### src/design/prp_pkg.sv
// ----------------------------------------------------------------------------
// prp_pkg
// shared types and helpers of the polyline ribbon projector
// ----------------------------------------------------------------------------
`default_nettype none

package prp_pkg;

  localparam int RowW  = 63;   // packed matrix row register width
  localparam int OpW   = 25;   // projection operand width
  localparam int QuotW = 18;   // signed quotient width handed to the clip test
  localparam int CfgIdxW = 3;

  typedef enum logic [CfgIdxW-1:0] {
    REG_ROW0   = 3'd0,
    REG_ROW1   = 3'd1,
    REG_ROW2   = 3'd2,
    REG_LEFT   = 3'd3,
    REG_TOP    = 3'd4,
    REG_RIGHT  = 3'd5,
    REG_BOTTOM = 3'd6
  } prp_reg_t;

  typedef struct packed {
    logic [2:0][RowW-1:0] row;
    logic signed [15:0]   left;
    logic signed [15:0]   top;
    logic signed [15:0]   right;
    logic signed [15:0]   bottom;
  } prp_cfg_t;

  // one classified point waiting for the back end
  typedef struct packed {
    logic signed [OpW-1:0] a;       // forward
    logic signed [OpW-1:0] b_left;  // lateral minus half-width
    logic signed [OpW-1:0] b_right; // lateral plus half-width
    logic signed [OpW-1:0] c;       // vertical plus offset
    logic                  mono;
    logic                  start;
    logic                  skip;    // behind the viewer
  } prp_job_t;

  typedef enum logic [3:0] {
    B_IDLE, B_MAC, B_ACC, B_DIVX, B_WAITX, B_DIVY, B_WAITY, B_CHK, B_OUT0, B_OUT1
  } prp_state_t;

  function automatic logic signed [15:0] sat16(input logic signed [QuotW-1:0] v);
    logic signed [15:0] r;
    if (v > QuotW'(32767)) r = 16'sh7fff;
    else if (v < -QuotW'(32768)) r = 16'sh8000;
    else r = v[15:0];
    return r;
  endfunction

endpackage

`default_nettype wire

### src/design/prp_in_if.sv
// ----------------------------------------------------------------------------
// prp_in_if
// point transaction channel
// ----------------------------------------------------------------------------
`default_nettype none

interface prp_in_if;
  logic               valid;
  logic               ready;
  logic signed [23:0] point_x;
  logic signed [23:0] point_y;
  logic signed [23:0] point_z;
  logic [15:0]        half_width;
  logic signed [15:0] height_offset;
  logic               keep_monotone;
  logic               start_of_line;

  modport source (output valid, point_x, point_y, point_z, half_width, height_offset,
                  keep_monotone, start_of_line, input ready);
  modport sink (input valid, point_x, point_y, point_z, half_width, height_offset,
                keep_monotone, start_of_line, output ready);
endinterface

`default_nettype wire

### src/design/prp_out_if.sv
// ----------------------------------------------------------------------------
// prp_out_if
// screen point transaction channel
// ----------------------------------------------------------------------------
`default_nettype none

interface prp_out_if;
  logic               valid;
  logic               ready;
  logic signed [15:0] screen_x;
  logic signed [15:0] screen_y;
  logic               side;
  logic               last;

  modport source (output valid, screen_x, screen_y, side, last, input ready);
  modport sink (input valid, screen_x, screen_y, side, last, output ready);
endinterface

`default_nettype wire

### src/design/polyline_ribbon_projector.sv
// ----------------------------------------------------------------------------
// polyline_ribbon_projector
// projects polyline points, offset to a ribbon, onto the screen with clipping
// ----------------------------------------------------------------------------
// Each accepted point transaction is turned into a left and a right copy
// (lateral position minus and plus the half-width, height plus the offset),
// each copy goes through the 3x3 projection matrix and is divided by its depth.
// When both copies land inside the inclusive clip rectangle, two result
// transactions follow: the left point (side 0) and then the right point (side 1,
// last set). A point with negative forward distance yields nothing, and so does
// a pair with a copy at nonpositive depth, a copy outside the clip rectangle,
// or, with keep_monotone set, a left point lower than the previous emitted one.
// start_of_line clears the polygon state first. A point behind the viewer is
// popped and dropped in the idle state; a projected point's time is set by
// the single shared multiplier (nine products per copy) and the serial divider
// (one run per quotient, up to four per point). A two-entry queue in front lets
// new points be taken while the back end works or a result waits. The user must
// write configuration only while the block is idle; not enforced by the block.
// ----------------------------------------------------------------------------
`default_nettype none

module polyline_ribbon_projector #(
  parameter int COEFF_BITS = 21
) (
  input  wire logic                          clk,
  input  wire logic                          rst_n,
  prp_in_if.sink                             in_ch,
  prp_out_if.source                          out_ch,
  input  wire logic                          cfg_we,
  input  wire logic [prp_pkg::CfgIdxW-1:0]   cfg_index,
  input  wire logic [prp_pkg::RowW-1:0]      cfg_data
);
  import prp_pkg::*;

  prp_cfg_t cfg_r;
  prp_job_t push_job, head_job;
  logic     q_full, q_push, head_valid, pop;

  // configuration registers, writes to unused indexes fall through
  always_ff @(posedge clk) begin
    if (!rst_n) begin
      cfg_r.row    <= '0;
      cfg_r.left   <= 16'sh8000;
      cfg_r.top    <= 16'sh8000;
      cfg_r.right  <= 16'sh7fff;
      cfg_r.bottom <= 16'sh7fff;
    end else if (cfg_we) begin
      case (cfg_index)
        REG_ROW0:   cfg_r.row[0] <= cfg_data;
        REG_ROW1:   cfg_r.row[1] <= cfg_data;
        REG_ROW2:   cfg_r.row[2] <= cfg_data;
        REG_LEFT:   cfg_r.left   <= cfg_data[15:0];
        REG_TOP:    cfg_r.top    <= cfg_data[15:0];
        REG_RIGHT:  cfg_r.right  <= cfg_data[15:0];
        REG_BOTTOM: cfg_r.bottom <= cfg_data[15:0];
        default: ;
      endcase
    end
  end

  // front: operand forming and classification
  prp_front u_front (
    .in_ch  (in_ch),
    .q_full (q_full),
    .q_push (q_push),
    .q_job  (push_job)
  );

  // decoupling queue
  prp_queue u_queue (
    .clk        (clk),
    .rst_n      (rst_n),
    .push       (q_push),
    .push_job   (push_job),
    .full       (q_full),
    .pop        (pop),
    .head_valid (head_valid),
    .head_job   (head_job)
  );

  // back: projection, divide, clip, monotone test and output register
  prp_back #(.COEFF_BITS(COEFF_BITS)) u_back (
    .clk        (clk),
    .rst_n      (rst_n),
    .cfg        (cfg_r),
    .head_valid (head_valid),
    .head_job   (head_job),
    .pop        (pop),
    .out_ch     (out_ch)
  );
endmodule

`default_nettype wire

### src/design/prp_front.sv
// ----------------------------------------------------------------------------
// prp_front
// accepts points, forms ribbon operands and flags points behind the viewer
// ----------------------------------------------------------------------------
`default_nettype none

module prp_front (
  prp_in_if.sink             in_ch,
  input  wire logic          q_full,
  output logic               q_push,
  output prp_pkg::prp_job_t  q_job
);
  import prp_pkg::*;

  logic signed [OpW-1:0] y_ext;
  logic signed [OpW-1:0] hw_ext;

  assign in_ch.ready = !q_full;
  assign q_push      = in_ch.valid && !q_full;

  assign y_ext  = OpW'(in_ch.point_y);
  assign hw_ext = $signed({{(OpW-16){1'b0}}, in_ch.half_width});

  always_comb begin
    q_job.a       = OpW'(in_ch.point_x);
    q_job.b_left  = y_ext - hw_ext;
    q_job.b_right = y_ext + hw_ext;
    q_job.c       = OpW'(in_ch.point_z) + OpW'(in_ch.height_offset);
    q_job.mono    = in_ch.keep_monotone;
    q_job.start   = in_ch.start_of_line;
    q_job.skip    = in_ch.point_x[23];
  end
endmodule

`default_nettype wire

### src/design/prp_queue.sv
// ----------------------------------------------------------------------------
// prp_queue
// two-entry queue between front and back
// ----------------------------------------------------------------------------
`default_nettype none

module prp_queue (
  input  wire logic              clk,
  input  wire logic              rst_n,
  input  wire logic              push,
  input  wire prp_pkg::prp_job_t push_job,
  output logic                   full,
  input  wire logic              pop,
  output logic                   head_valid,
  output prp_pkg::prp_job_t      head_job
);
  import prp_pkg::*;

  prp_job_t   mem_r [2];
  logic       wr_ptr_r, rd_ptr_r;
  logic [1:0] count_r;

  assign full       = (count_r == 2'd2);
  assign head_valid = (count_r != 2'd0);
  assign head_job   = mem_r[rd_ptr_r];

  always_ff @(posedge clk) begin
    if (push) mem_r[wr_ptr_r] <= push_job;
  end

  always_ff @(posedge clk) begin
    if (!rst_n) begin
      wr_ptr_r <= 1'b0;
      rd_ptr_r <= 1'b0;
      count_r  <= 2'd0;
    end else begin
      if (push) wr_ptr_r <= !wr_ptr_r;
      if (pop)  rd_ptr_r <= !rd_ptr_r;
      count_r <= count_r + 2'(push) - 2'(pop);
    end
  end
endmodule

`default_nettype wire

### src/design/prp_div.sv
// ----------------------------------------------------------------------------
// prp_div
// serial restoring divider, (num * 16) / den toward zero, magnitude clamped
// ----------------------------------------------------------------------------
`default_nettype none

module prp_div #(
  parameter int NUM_W = 48
) (
  input  wire logic                     clk,
  input  wire logic                     rst_n,
  input  wire logic                     start,
  input  wire logic signed [NUM_W-1:0]  num,
  input  wire logic [NUM_W-1:0]         den,
  output logic                          done,
  output logic signed [prp_pkg::QuotW-1:0] quot
);
  import prp_pkg::*;

  localparam int RemW = NUM_W + 4;
  localparam int DivW = NUM_W + 20;

  logic [RemW-1:0] rem_r;
  logic [DivW-1:0] d_r;
  logic [16:0]     q_r;
  logic [4:0]      cnt_r;
  logic            busy_r, done_r, neg_r;
  logic [NUM_W-1:0] num_mag;
  logic            fits;

  assign num_mag = num[NUM_W-1] ? NUM_W'(-num) : NUM_W'(num);
  assign fits    = {16'd0, rem_r} >= d_r;

  always_ff @(posedge clk) begin
    if (start) begin
      rem_r <= {num_mag, 4'd0};
      d_r   <= {4'd0, den, 16'd0};
      neg_r <= num[NUM_W-1];
      cnt_r <= 5'd0;
    end else if (busy_r) begin
      if (fits) rem_r <= rem_r - d_r[RemW-1:0];
      q_r   <= {q_r[15:0], fits};
      d_r   <= d_r >> 1;
      cnt_r <= cnt_r + 5'd1;
    end
  end

  always_ff @(posedge clk) begin
    if (!rst_n) begin
      busy_r <= 1'b0;
      done_r <= 1'b0;
    end else begin
      done_r <= busy_r && (cnt_r == 5'd16);
      if (start) busy_r <= 1'b1;
      else if (cnt_r == 5'd16) busy_r <= 1'b0;
    end
  end

  // a set top bit means the magnitude reached 65536, beyond any clip edge
  always_comb begin
    if (q_r[16]) quot = neg_r ? -QuotW'(65536) : QuotW'(65536);
    else quot = neg_r ? -$signed({2'b00, q_r[15:0]}) : $signed({2'b00, q_r[15:0]});
  end

  assign done = done_r;
endmodule

`default_nettype wire

### src/design/prp_back.sv
// ----------------------------------------------------------------------------
// prp_back
// matrix product, perspective divide, clip and monotone test, result output
// ----------------------------------------------------------------------------
`default_nettype none

module prp_back #(
  parameter int COEFF_BITS = 21
) (
  input  wire logic              clk,
  input  wire logic              rst_n,
  input  wire prp_pkg::prp_cfg_t cfg,
  input  wire logic              head_valid,
  input  wire prp_pkg::prp_job_t head_job,
  output logic                   pop,
  prp_out_if.source              out_ch
);
  import prp_pkg::*;

  localparam int ProdW = COEFF_BITS + OpW;
  localparam int AccW  = COEFF_BITS + OpW + 2;

  prp_state_t state_r, state_nxt;
  prp_job_t   job_r;
  logic [1:0] row_r, k_r, prow_r;
  logic       pend_r, copy_r, in_ok_r;
  logic signed [ProdW-1:0] prod_r;
  logic signed [AccW-1:0]  acc_r [3];
  logic signed [QuotW-1:0] qx_r;
  logic signed [15:0] lx_r, ly_r, rx_r, ry_r, prev_y_r;
  logic        nonempty_r;
  logic signed [15:0] ox_r, oy_r;
  logic        oside_r, ovalid_r;

  logic signed [COEFF_BITS-1:0] coef;
  logic signed [OpW-1:0]        opnd;
  logic [RowW-1:0]              row_word;
  logic                         last_term, pz_pos, div_start, div_done, in_clip, mono_drop;
  logic signed [QuotW-1:0]      div_q;

  assign row_word  = cfg.row[row_r];
  assign last_term = (row_r == 2'd2) && (k_r == 2'd2);
  assign pz_pos    = !acc_r[2][AccW-1] && (acc_r[2] != '0);
  assign div_start = (state_r == B_DIVX && pz_pos) || (state_r == B_DIVY);
  assign pop       = (state_r == B_IDLE) && head_valid;

  always_comb begin
    case (k_r)
      2'd0:    coef = row_word[COEFF_BITS-1:0];
      2'd1:    coef = row_word[2*COEFF_BITS-1:COEFF_BITS];
      default: coef = row_word[3*COEFF_BITS-1:2*COEFF_BITS];
    endcase
    case (k_r)
      2'd0:    opnd = job_r.a;
      2'd1:    opnd = copy_r ? job_r.b_right : job_r.b_left;
      default: opnd = job_r.c;
    endcase
  end

  prp_div #(.NUM_W(AccW)) u_div (
    .clk   (clk),
    .rst_n (rst_n),
    .start (div_start),
    .num   (state_r == B_DIVX ? acc_r[0] : acc_r[1]),
    .den   (acc_r[2]),
    .done  (div_done),
    .quot  (div_q)
  );

  assign in_clip = (qx_r >= QuotW'(cfg.left)) && (qx_r <= QuotW'(cfg.right)) &&
                   (div_q >= QuotW'(cfg.top)) && (div_q <= QuotW'(cfg.bottom));
  assign mono_drop = job_r.mono && nonempty_r && (ly_r > prev_y_r);

  always_comb begin
    state_nxt = state_r;
    case (state_r)
      B_IDLE:  if (head_valid && !head_job.skip) state_nxt = B_MAC;
      B_MAC:   if (last_term) state_nxt = B_ACC;
      B_ACC:   state_nxt = B_DIVX;
      B_DIVX:  state_nxt = pz_pos ? B_WAITX : (copy_r ? B_CHK : B_MAC);
      B_WAITX: if (div_done) state_nxt = B_DIVY;
      B_DIVY:  state_nxt = B_WAITY;
      B_WAITY: if (div_done) state_nxt = copy_r ? B_CHK : B_MAC;
      B_CHK:   state_nxt = (in_ok_r && !mono_drop) ? B_OUT0 : B_IDLE;
      B_OUT0:  if (out_ch.ready) state_nxt = B_OUT1;
      B_OUT1:  if (out_ch.ready) state_nxt = B_IDLE;
      default: state_nxt = B_IDLE;
    endcase
  end

  always_ff @(posedge clk) begin
    if (!rst_n) state_r <= B_IDLE;
    else state_r <= state_nxt;
  end

  // datapath
  always_ff @(posedge clk) begin
    if (pop) begin
      job_r   <= head_job;
      in_ok_r <= 1'b1;
      copy_r  <= 1'b0;
      row_r   <= 2'd0;
      k_r     <= 2'd0;
    end
    if (state_r == B_MAC) begin
      prod_r <= coef * opnd;
      prow_r <= row_r;
      if (k_r == 2'd2) begin
        k_r   <= 2'd0;
        row_r <= row_r + 2'd1;
      end else begin
        k_r <= k_r + 2'd1;
      end
      if (row_r == 2'd0 && k_r == 2'd0) begin
        for (int i = 0; i < 3; i++) acc_r[i] <= '0;
      end
    end
    if (pend_r) acc_r[prow_r] <= acc_r[prow_r] + AccW'(prod_r);
    if (state_r == B_DIVX && !pz_pos) begin
      in_ok_r <= 1'b0;
      copy_r  <= 1'b1;
      row_r   <= 2'd0;
      k_r     <= 2'd0;
    end
    if (state_r == B_WAITX && div_done) qx_r <= div_q;
    if (state_r == B_WAITY && div_done) begin
      in_ok_r <= in_ok_r && in_clip;
      copy_r  <= 1'b1;
      row_r   <= 2'd0;
      k_r     <= 2'd0;
      if (copy_r) begin
        rx_r <= sat16(qx_r);
        ry_r <= sat16(div_q);
      end else begin
        lx_r <= sat16(qx_r);
        ly_r <= sat16(div_q);
      end
    end
    if (state_r == B_CHK) begin
      ox_r    <= lx_r;
      oy_r    <= ly_r;
      oside_r <= 1'b0;
    end
    if (state_r == B_OUT0 && out_ch.ready) begin
      ox_r    <= rx_r;
      oy_r    <= ry_r;
      oside_r <= 1'b1;
    end
  end

  // control and polygon state
  always_ff @(posedge clk) begin
    if (!rst_n) begin
      pend_r     <= 1'b0;
      nonempty_r <= 1'b0;
      prev_y_r   <= '0;
      ovalid_r   <= 1'b0;
    end else begin
      pend_r <= (state_r == B_MAC);
      if (pop && head_job.start) begin
        nonempty_r <= 1'b0;
        prev_y_r   <= '0;
      end
      if (state_r == B_CHK && in_ok_r && !mono_drop) begin
        nonempty_r <= 1'b1;
        prev_y_r   <= ly_r;
      end
      ovalid_r <= (state_nxt == B_OUT0) || (state_nxt == B_OUT1);
    end
  end

  assign out_ch.valid    = ovalid_r;
  assign out_ch.screen_x = ox_r;
  assign out_ch.screen_y = oy_r;
  assign out_ch.side     = oside_r;
  assign out_ch.last     = oside_r;

  a_valid_in_out_state: assert property (@(posedge clk) disable iff (!rst_n)
    ovalid_r |-> (state_r == B_OUT0 || state_r == B_OUT1)) else $error("valid outside output");
  a_right_after_left: assert property (@(posedge clk) disable iff (!rst_n)
    (state_r == B_OUT0 && out_ch.ready) |=> (ovalid_r && oside_r)) else $error("pair broken");
  a_pop_only_idle: assert property (@(posedge clk) disable iff (!rst_n)
    pop |-> state_r == B_IDLE) else $error("pop while busy");
  a_emit_sets_poly: assert property (@(posedge clk) disable iff (!rst_n)
    (state_r == B_CHK && state_nxt == B_OUT0) |=> nonempty_r) else $error("state not kept");
endmodule

`default_nettype wire
### src/flat_wrapper.sv
// flat-port wrapper written by rule: the top's interface ports become plain ports
module polyline_ribbon_projector_flat import prp_pkg::*;
#(
  parameter int COEFF_BITS = 21
)
  (clk, rst_n, cfg_we, cfg_index, cfg_data, in_ch_valid, in_ch_point_x, in_ch_point_y, in_ch_point_z, in_ch_half_width, in_ch_height_offset, in_ch_keep_monotone, in_ch_start_of_line, in_ch_ready, out_ch_valid, out_ch_screen_x, out_ch_screen_y, out_ch_side, out_ch_last, out_ch_ready);
  prp_in_if in_ch_i ();
  prp_out_if out_ch_i ();
  input  wire logic clk;
  input  wire logic rst_n;
  input  wire logic cfg_we;
  input  wire logic [prp_pkg::CfgIdxW-1:0] cfg_index;
  input  wire logic [prp_pkg::RowW-1:0] cfg_data;
  input wire logic [$bits(in_ch_i.valid)-1:0] in_ch_valid;
  input wire logic [$bits(in_ch_i.point_x)-1:0] in_ch_point_x;
  input wire logic [$bits(in_ch_i.point_y)-1:0] in_ch_point_y;
  input wire logic [$bits(in_ch_i.point_z)-1:0] in_ch_point_z;
  input wire logic [$bits(in_ch_i.half_width)-1:0] in_ch_half_width;
  input wire logic [$bits(in_ch_i.height_offset)-1:0] in_ch_height_offset;
  input wire logic [$bits(in_ch_i.keep_monotone)-1:0] in_ch_keep_monotone;
  input wire logic [$bits(in_ch_i.start_of_line)-1:0] in_ch_start_of_line;
  output wire logic [$bits(in_ch_i.ready)-1:0] in_ch_ready;
  output wire logic [$bits(out_ch_i.valid)-1:0] out_ch_valid;
  output wire logic [$bits(out_ch_i.screen_x)-1:0] out_ch_screen_x;
  output wire logic [$bits(out_ch_i.screen_y)-1:0] out_ch_screen_y;
  output wire logic [$bits(out_ch_i.side)-1:0] out_ch_side;
  output wire logic [$bits(out_ch_i.last)-1:0] out_ch_last;
  input wire logic [$bits(out_ch_i.ready)-1:0] out_ch_ready;
  assign in_ch_i.valid = in_ch_valid;
  assign in_ch_i.point_x = in_ch_point_x;
  assign in_ch_i.point_y = in_ch_point_y;
  assign in_ch_i.point_z = in_ch_point_z;
  assign in_ch_i.half_width = in_ch_half_width;
  assign in_ch_i.height_offset = in_ch_height_offset;
  assign in_ch_i.keep_monotone = in_ch_keep_monotone;
  assign in_ch_i.start_of_line = in_ch_start_of_line;
  assign in_ch_ready = in_ch_i.ready;
  assign out_ch_valid = out_ch_i.valid;
  assign out_ch_screen_x = out_ch_i.screen_x;
  assign out_ch_screen_y = out_ch_i.screen_y;
  assign out_ch_side = out_ch_i.side;
  assign out_ch_last = out_ch_i.last;
  assign out_ch_i.ready = out_ch_ready;
  polyline_ribbon_projector #(.COEFF_BITS(COEFF_BITS)) u_core (.clk(clk), .rst_n(rst_n), .in_ch(in_ch_i), .out_ch(out_ch_i), .cfg_we(cfg_we), .cfg_index(cfg_index), .cfg_data(cfg_data));
endmodule
### config.mk
export PLATFORM = sky130hd
export DESIGN_NAME = polyline_ribbon_projector_flat
export DESIGN_NICKNAME = d
export VERILOG_FILES = /design/src/design/prp_pkg.sv /design/src/design/prp_in_if.sv /design/src/design/prp_out_if.sv /design/src/design/polyline_ribbon_projector.sv /design/src/design/prp_front.sv /design/src/design/prp_queue.sv /design/src/design/prp_div.sv /design/src/design/prp_back.sv /design/src/flat_wrapper.sv
export SDC_FILE = /design/constraint.sdc
export NUM_CORES = 2
export LEC_CHECK = 0
export ABC_AREA = 1
export BUFFER_PORTS_ARGS = -buffer_cell sky130_fd_sc_hd__clkbuf_2
export CAP_MARGIN = 15
export CORE_UTILIZATION = 35
export DETAILED_ROUTE_END_ITERATION = 10
export GPL_ROUTABILITY_DRIVEN = 0
export PLACE_DENSITY = 0.49
export SETUP_SLACK_MARGIN = 0.05
export SLEW_MARGIN = 25
export SYNTH_ARGS = -nofsm -noshare
export SYNTH_HDL_FRONTEND = slang
export SYNTH_SLANG_ARGS = --single-unit
### constraint.sdc
create_clock -name clk -period 8.8 [get_ports clk]
set_input_delay 0.44 -clock clk [delete_from_list [all_inputs] [get_ports clk]]
set_output_delay 0.44 -clock clk [all_outputs]
set_load 0.02 [all_outputs]
==> metrics.md <==
| Metric | Value |
|---|---|
| Metal2 WL | 116,000 µm |
| RSZ-0062 raised after global routing | no |
| Yosys warnings | 0 |
| Worst Path Max Fanout | 31 |
| Flop-to-flop setup slack | 0.50 ns |
| CORE AREA | 217,000 µm² |
| #FFs+latches synth | 1,084 |
| Critical path type | flip-flop to flip-flop |
| Crit end category | flip-flop |
| Met3 wire len | 14,100 µm |
| Wirelength per Cell | 20.5 µm |
| Critical R2R Capture | u_core.u_back.prod_r[39]$_DFFE_PP_ |
| Register area share after synthesis | 0.384 |
| Top layer used by detailed routing | met5 |
| I/O Buffers | 212 |
| R2R cell count | 33 |
| Die Width | 470 µm |
| Post-Layout Cell Count | 12,100 |
| First-pass GRT wire length | 378,000 µm |
| I/O pins | 213 |
| Ys flop type | edfxtp_1 |
| Layout cell share with drive strength beyond 1 | 0.0887 |
| Worst skew pair latency | 0.79 ns |
| Outcome | finished clean |
| Max-slew violations | 0 |
| Chip height | 470 µm |
| CP max-delay cell | fa_1 |
| Fillers | 22,000 |
| Post-route setup TNS | 0 ns |
| Largest net degree at the start of global routing | 121 |
| Min-delay worst type | primary input to flip-flop |
| Fmax | 0.121 GHz |
| Worst Skew | 0.0507 ns |
| Hpwl dp | 189,000 µm |
| Total track usage | 0.223 |
| Final hold violations | 0 |
| Count of different cell masters after synthesis | 60 |
| CTS tree | done |
| Hold path depth | 3 |
| Via Count | 61,900 |
| Final WL | 249,000 µm |
| Worst path bufs/invs | 14 |
| CP peak stage delay | 0.57 ns |
| Register Area | 29,400 µm² |
| Hold Path Origin | cfg_data[10] |
| Synth Instances | 8,926 |
| Cts bufs inserted | 131 |
| Initial core utilization | 0.352 |
| Dpl cell area | 81,400 µm² |
| Final nets | 10,300 |
| Cell row count | 171 |
| H-tree levels | 4 |
| Crit path arrival time | 8.90 ns |
| Multi-input gate area | 40,400 µm² |
| Hold endpoint | u_core.cfg_r[26]$_SDFFE_PN1P_ |
| Post-DR vias/cell | 5.10 |
| Placed Cells incl. Taps | 11,800 |
| Post-synth EDFFs | 768 |
| Crit path launch type | flip-flop |
| Root Driver | clkbuf_16 |
| Final setup viols | 0 |
| Clk slew on worst S/H paths | 0.06 ns |
| Relative slew slack | 0.324 |
| Top delay family on crit path | adder cells |
| Full die area | 221,000 µm² |
| Drt drc | 0 |
| Clock sink count | 1,084 |
| Synth Cell Area | 76,600 µm² |
| Post-DRT Antenna Nets | 0 |
| Fin crit share | 0.943 |
| Worst Path Required | 9.40 ns |
| Metal-1 WL | 110,000 µm |
| Final Util | 0.398 |
| DR iter-0 viols | 5,042 |
| Vias in the first global route | 62,200 |
| Slew @ Worst Pin | 1.00 ns |
| Drt first pass iters | 5 |
| Global route overflow | 0 |
| Asr flop ratio synth | 0 |
| Clock buffer depth | 3 |
| Max-Cap Viols | 0 |
| Design Area, Final | 86,600 µm² |
| Synth Net Count | 10,000 |
| Most frequent cell on the critical path | inv_1 |
| Minimum clock period after layout | 8.30 ns |
| Reg-to-reg startpoint | u_core.u_back.row_r[0]$_SDFF_PP0_ |
| Area grow syn2layout | 13.1% |
| Mean cell area of the mapped netlist | 8.58 µm² |
| Initial antenna violation count | 14 |
-- cells in the final DEF, fill, tap and decap left out, drive strengths merged, types with 61 or more instances in the layout --
master | Yosys | routed
o21ai | 655 | 655
fa | 540 | 540
o22ai | 77 | 77
buf | 104 | 152
mux2 | 131 | 131
xnor2 | 73 | 73
dfxtp | 316 | 316
nand2 | 1547 | 1547
clkbuf | 215 | 381
dlygate4sd3 | 0 | 77
inv | 1508 | 1515
ha | 370 | 370
clkinv | 11 | 61
nand4 | 86 | 86
a21oi | 438 | 438
o211ai | 72 | 72
xor2 | 121 | 121
nand3 | 272 | 272
nor2 | 1315 | 1315
edfxtp | 768 | 768
-- area by class of cell --
class                      instances  share of cell area
clock buffer                     170              0.0417
sequential                      1084               0.339
inverter                        1519              0.0659
tap                             2854              0.0412
multi-input combinational       6004               0.466
clock inverter                    70             0.00935
antenna                            1           0.0000289
timing repair buffer             440              0.0361
-- synth_stat cells, types with 4 or more instances --
| master | instances | area share |
|---|---|---|
| o211ai_1 | 72 | 0.0071 |
| mux2_2 | 131 | 0.019 |
| xnor2_1 | 73 | 0.0083 |
| a21o_1 | 27 | 0.0026 |
| ha_1 | 370 | 0.060 |
| nor2_2 | 22 | 0.0018 |
| a211oi_1 | 5 | 0.00049 |
| o21bai_1 | 29 | 0.0028 |
| nor2_4 | 8 | 0.0012 |
| buf_2 | 66 | 0.0043 |
| dfxtp_1 | 316 | 0.083 |
| a21oi_1 | 437 | 0.029 |
| clkinv_1 | 11 | 0.00054 |
| inv_2 | 14 | 0.00069 |
| nand3_1 | 271 | 0.018 |
| o22ai_1 | 77 | 0.0063 |
| or2_2 | 6 | 0.00049 |
| xor2_1 | 121 | 0.014 |
| o21a_1 | 16 | 0.0016 |
| o221ai_1 | 6 | 0.00069 |
| o21ai_1 | 30 | 0.0020 |
| o311ai_0 | 18 | 0.0021 |
| buf_1 | 19 | 0.00093 |
| nor3_1 | 54 | 0.0035 |
| nor2_1 | 1285 | 0.063 |
| nand4_1 | 86 | 0.0070 |
| a31oi_1 | 47 | 0.0038 |
| nor4_1 | 22 | 0.0018 |
| nand2_1 | 1520 | 0.074 |
| nand3b_1 | 38 | 0.0037 |
| edfxtp_1 | 768 | 0.30 |
| o21ai_2 | 6 | 0.00069 |
| a21boi_0 | 8 | 0.00078 |
| o21ai_0 | 619 | 0.040 |
| fa_1 | 540 | 0.14 |
| and3_1 | 7 | 0.00057 |
| o31ai_1 | 5 | 0.00049 |
| clkbuf_1 | 215 | 0.011 |
| buf_6 | 9 | 0.0013 |
| inv_1 | 1493 | 0.073 |
| o2111ai_1 | 4 | 0.00046 |
| nand2_2 | 24 | 0.0020 |
| buf_4 | 9 | 0.00088 |
-- sequential cells by signal (all words and copies together) (netlist names), 17 cells and up, named ones only --
name                       cells
u_core.u_back.job_r           99
u_core.u_back.u_div.d_r       64
u_core.u_back.acc_r          192
u_core.u_back.qx_r            18
u_core.u_queue.mem_r         200
u_core.u_back.u_div.q_r       17
u_core.cfg_r                 253
u_core.u_back.u_div.rem_r     52
u_core.u_back.prod_r          46
-- cells by family (layout without fill, tap and decap cells) --
family,count (synthesis),in the layout,share of synthesized area
simple gates,3352,3352,0.178
buf+inv,1838,2199,0.0927
compound gates,1417,1417,0.102
flops,1084,1084,0.384
fa+ha+maj,910,910,0.202
xor+xnor,194,194,0.0222
mux,131,131,0.0193
other cells,0,1,0
-- per-stage QoR --
step                hold slack (ns)  setup slack, ns
detailed placement            0.444            0.316
CTS                         0.00809            0.319
floorplan                     0.423             1.07
finish                       0.0631            0.504
global placement              0.442            0.332
global route                 0.0502            0.144
-- worst reg2reg max path: cells and delay by family (launching register included) --
kind	cells	cell delay [ns]
AND/OR/NAND/NOR	9	1.23
XOR/XNOR	1	0.28
flip-flops	1	0.34
buffers and inverters	14	1.79
adder cells (fa/ha/maj)	8	4.05
AO/OA/AOI/OAI	1	0.41
-- how the worst max path moves through the flow --
stage,from,end,slack [ns],cells past startpoint
after floorplan,u_core.u_back.k_r[1]$_SDFFE_PP0P_,u_core.u_back.prod_r[45]$_DFFE_PP_,1.07,30
after global placement,u_core.u_back.row_r[0]$_SDFF_PP0_,u_core.u_back.prod_r[39]$_DFFE_PP_,0.33,29
after detailed placement,u_core.u_back.row_r[0]$_SDFF_PP0_,u_core.u_back.prod_r[39]$_DFFE_PP_,0.32,29
after CTS,u_core.u_back.row_r[0]$_SDFF_PP0_,u_core.u_back.prod_r[39]$_DFFE_PP_,0.32,29
after global routing,u_core.u_back.row_r[0]$_SDFF_PP0_,u_core.u_back.prod_r[39]$_DFFE_PP_,0.14,30
final,u_core.u_back.row_r[0]$_SDFF_PP0_,u_core.u_back.prod_r[39]$_DFFE_PP_,0.50,33
-- layer usage --
metal	vias up	global-route usage
li1	29300	-
met1	30300	0.296
met2	1873	0.369
met3	438	0.0325
met4	24	0.0788
met5	-	0
-- timing repair --
action,CTS,global route
endpoints found under the hold margin,198,0
hold buffers,77,0
setup buffers,0,0
resized for setup,0,1
setup endpoints to repair,0,2
Power is left out: the tool's default activity adds up to more than one toggle a clock period on the data nets, which glitch-free logic cannot reach.
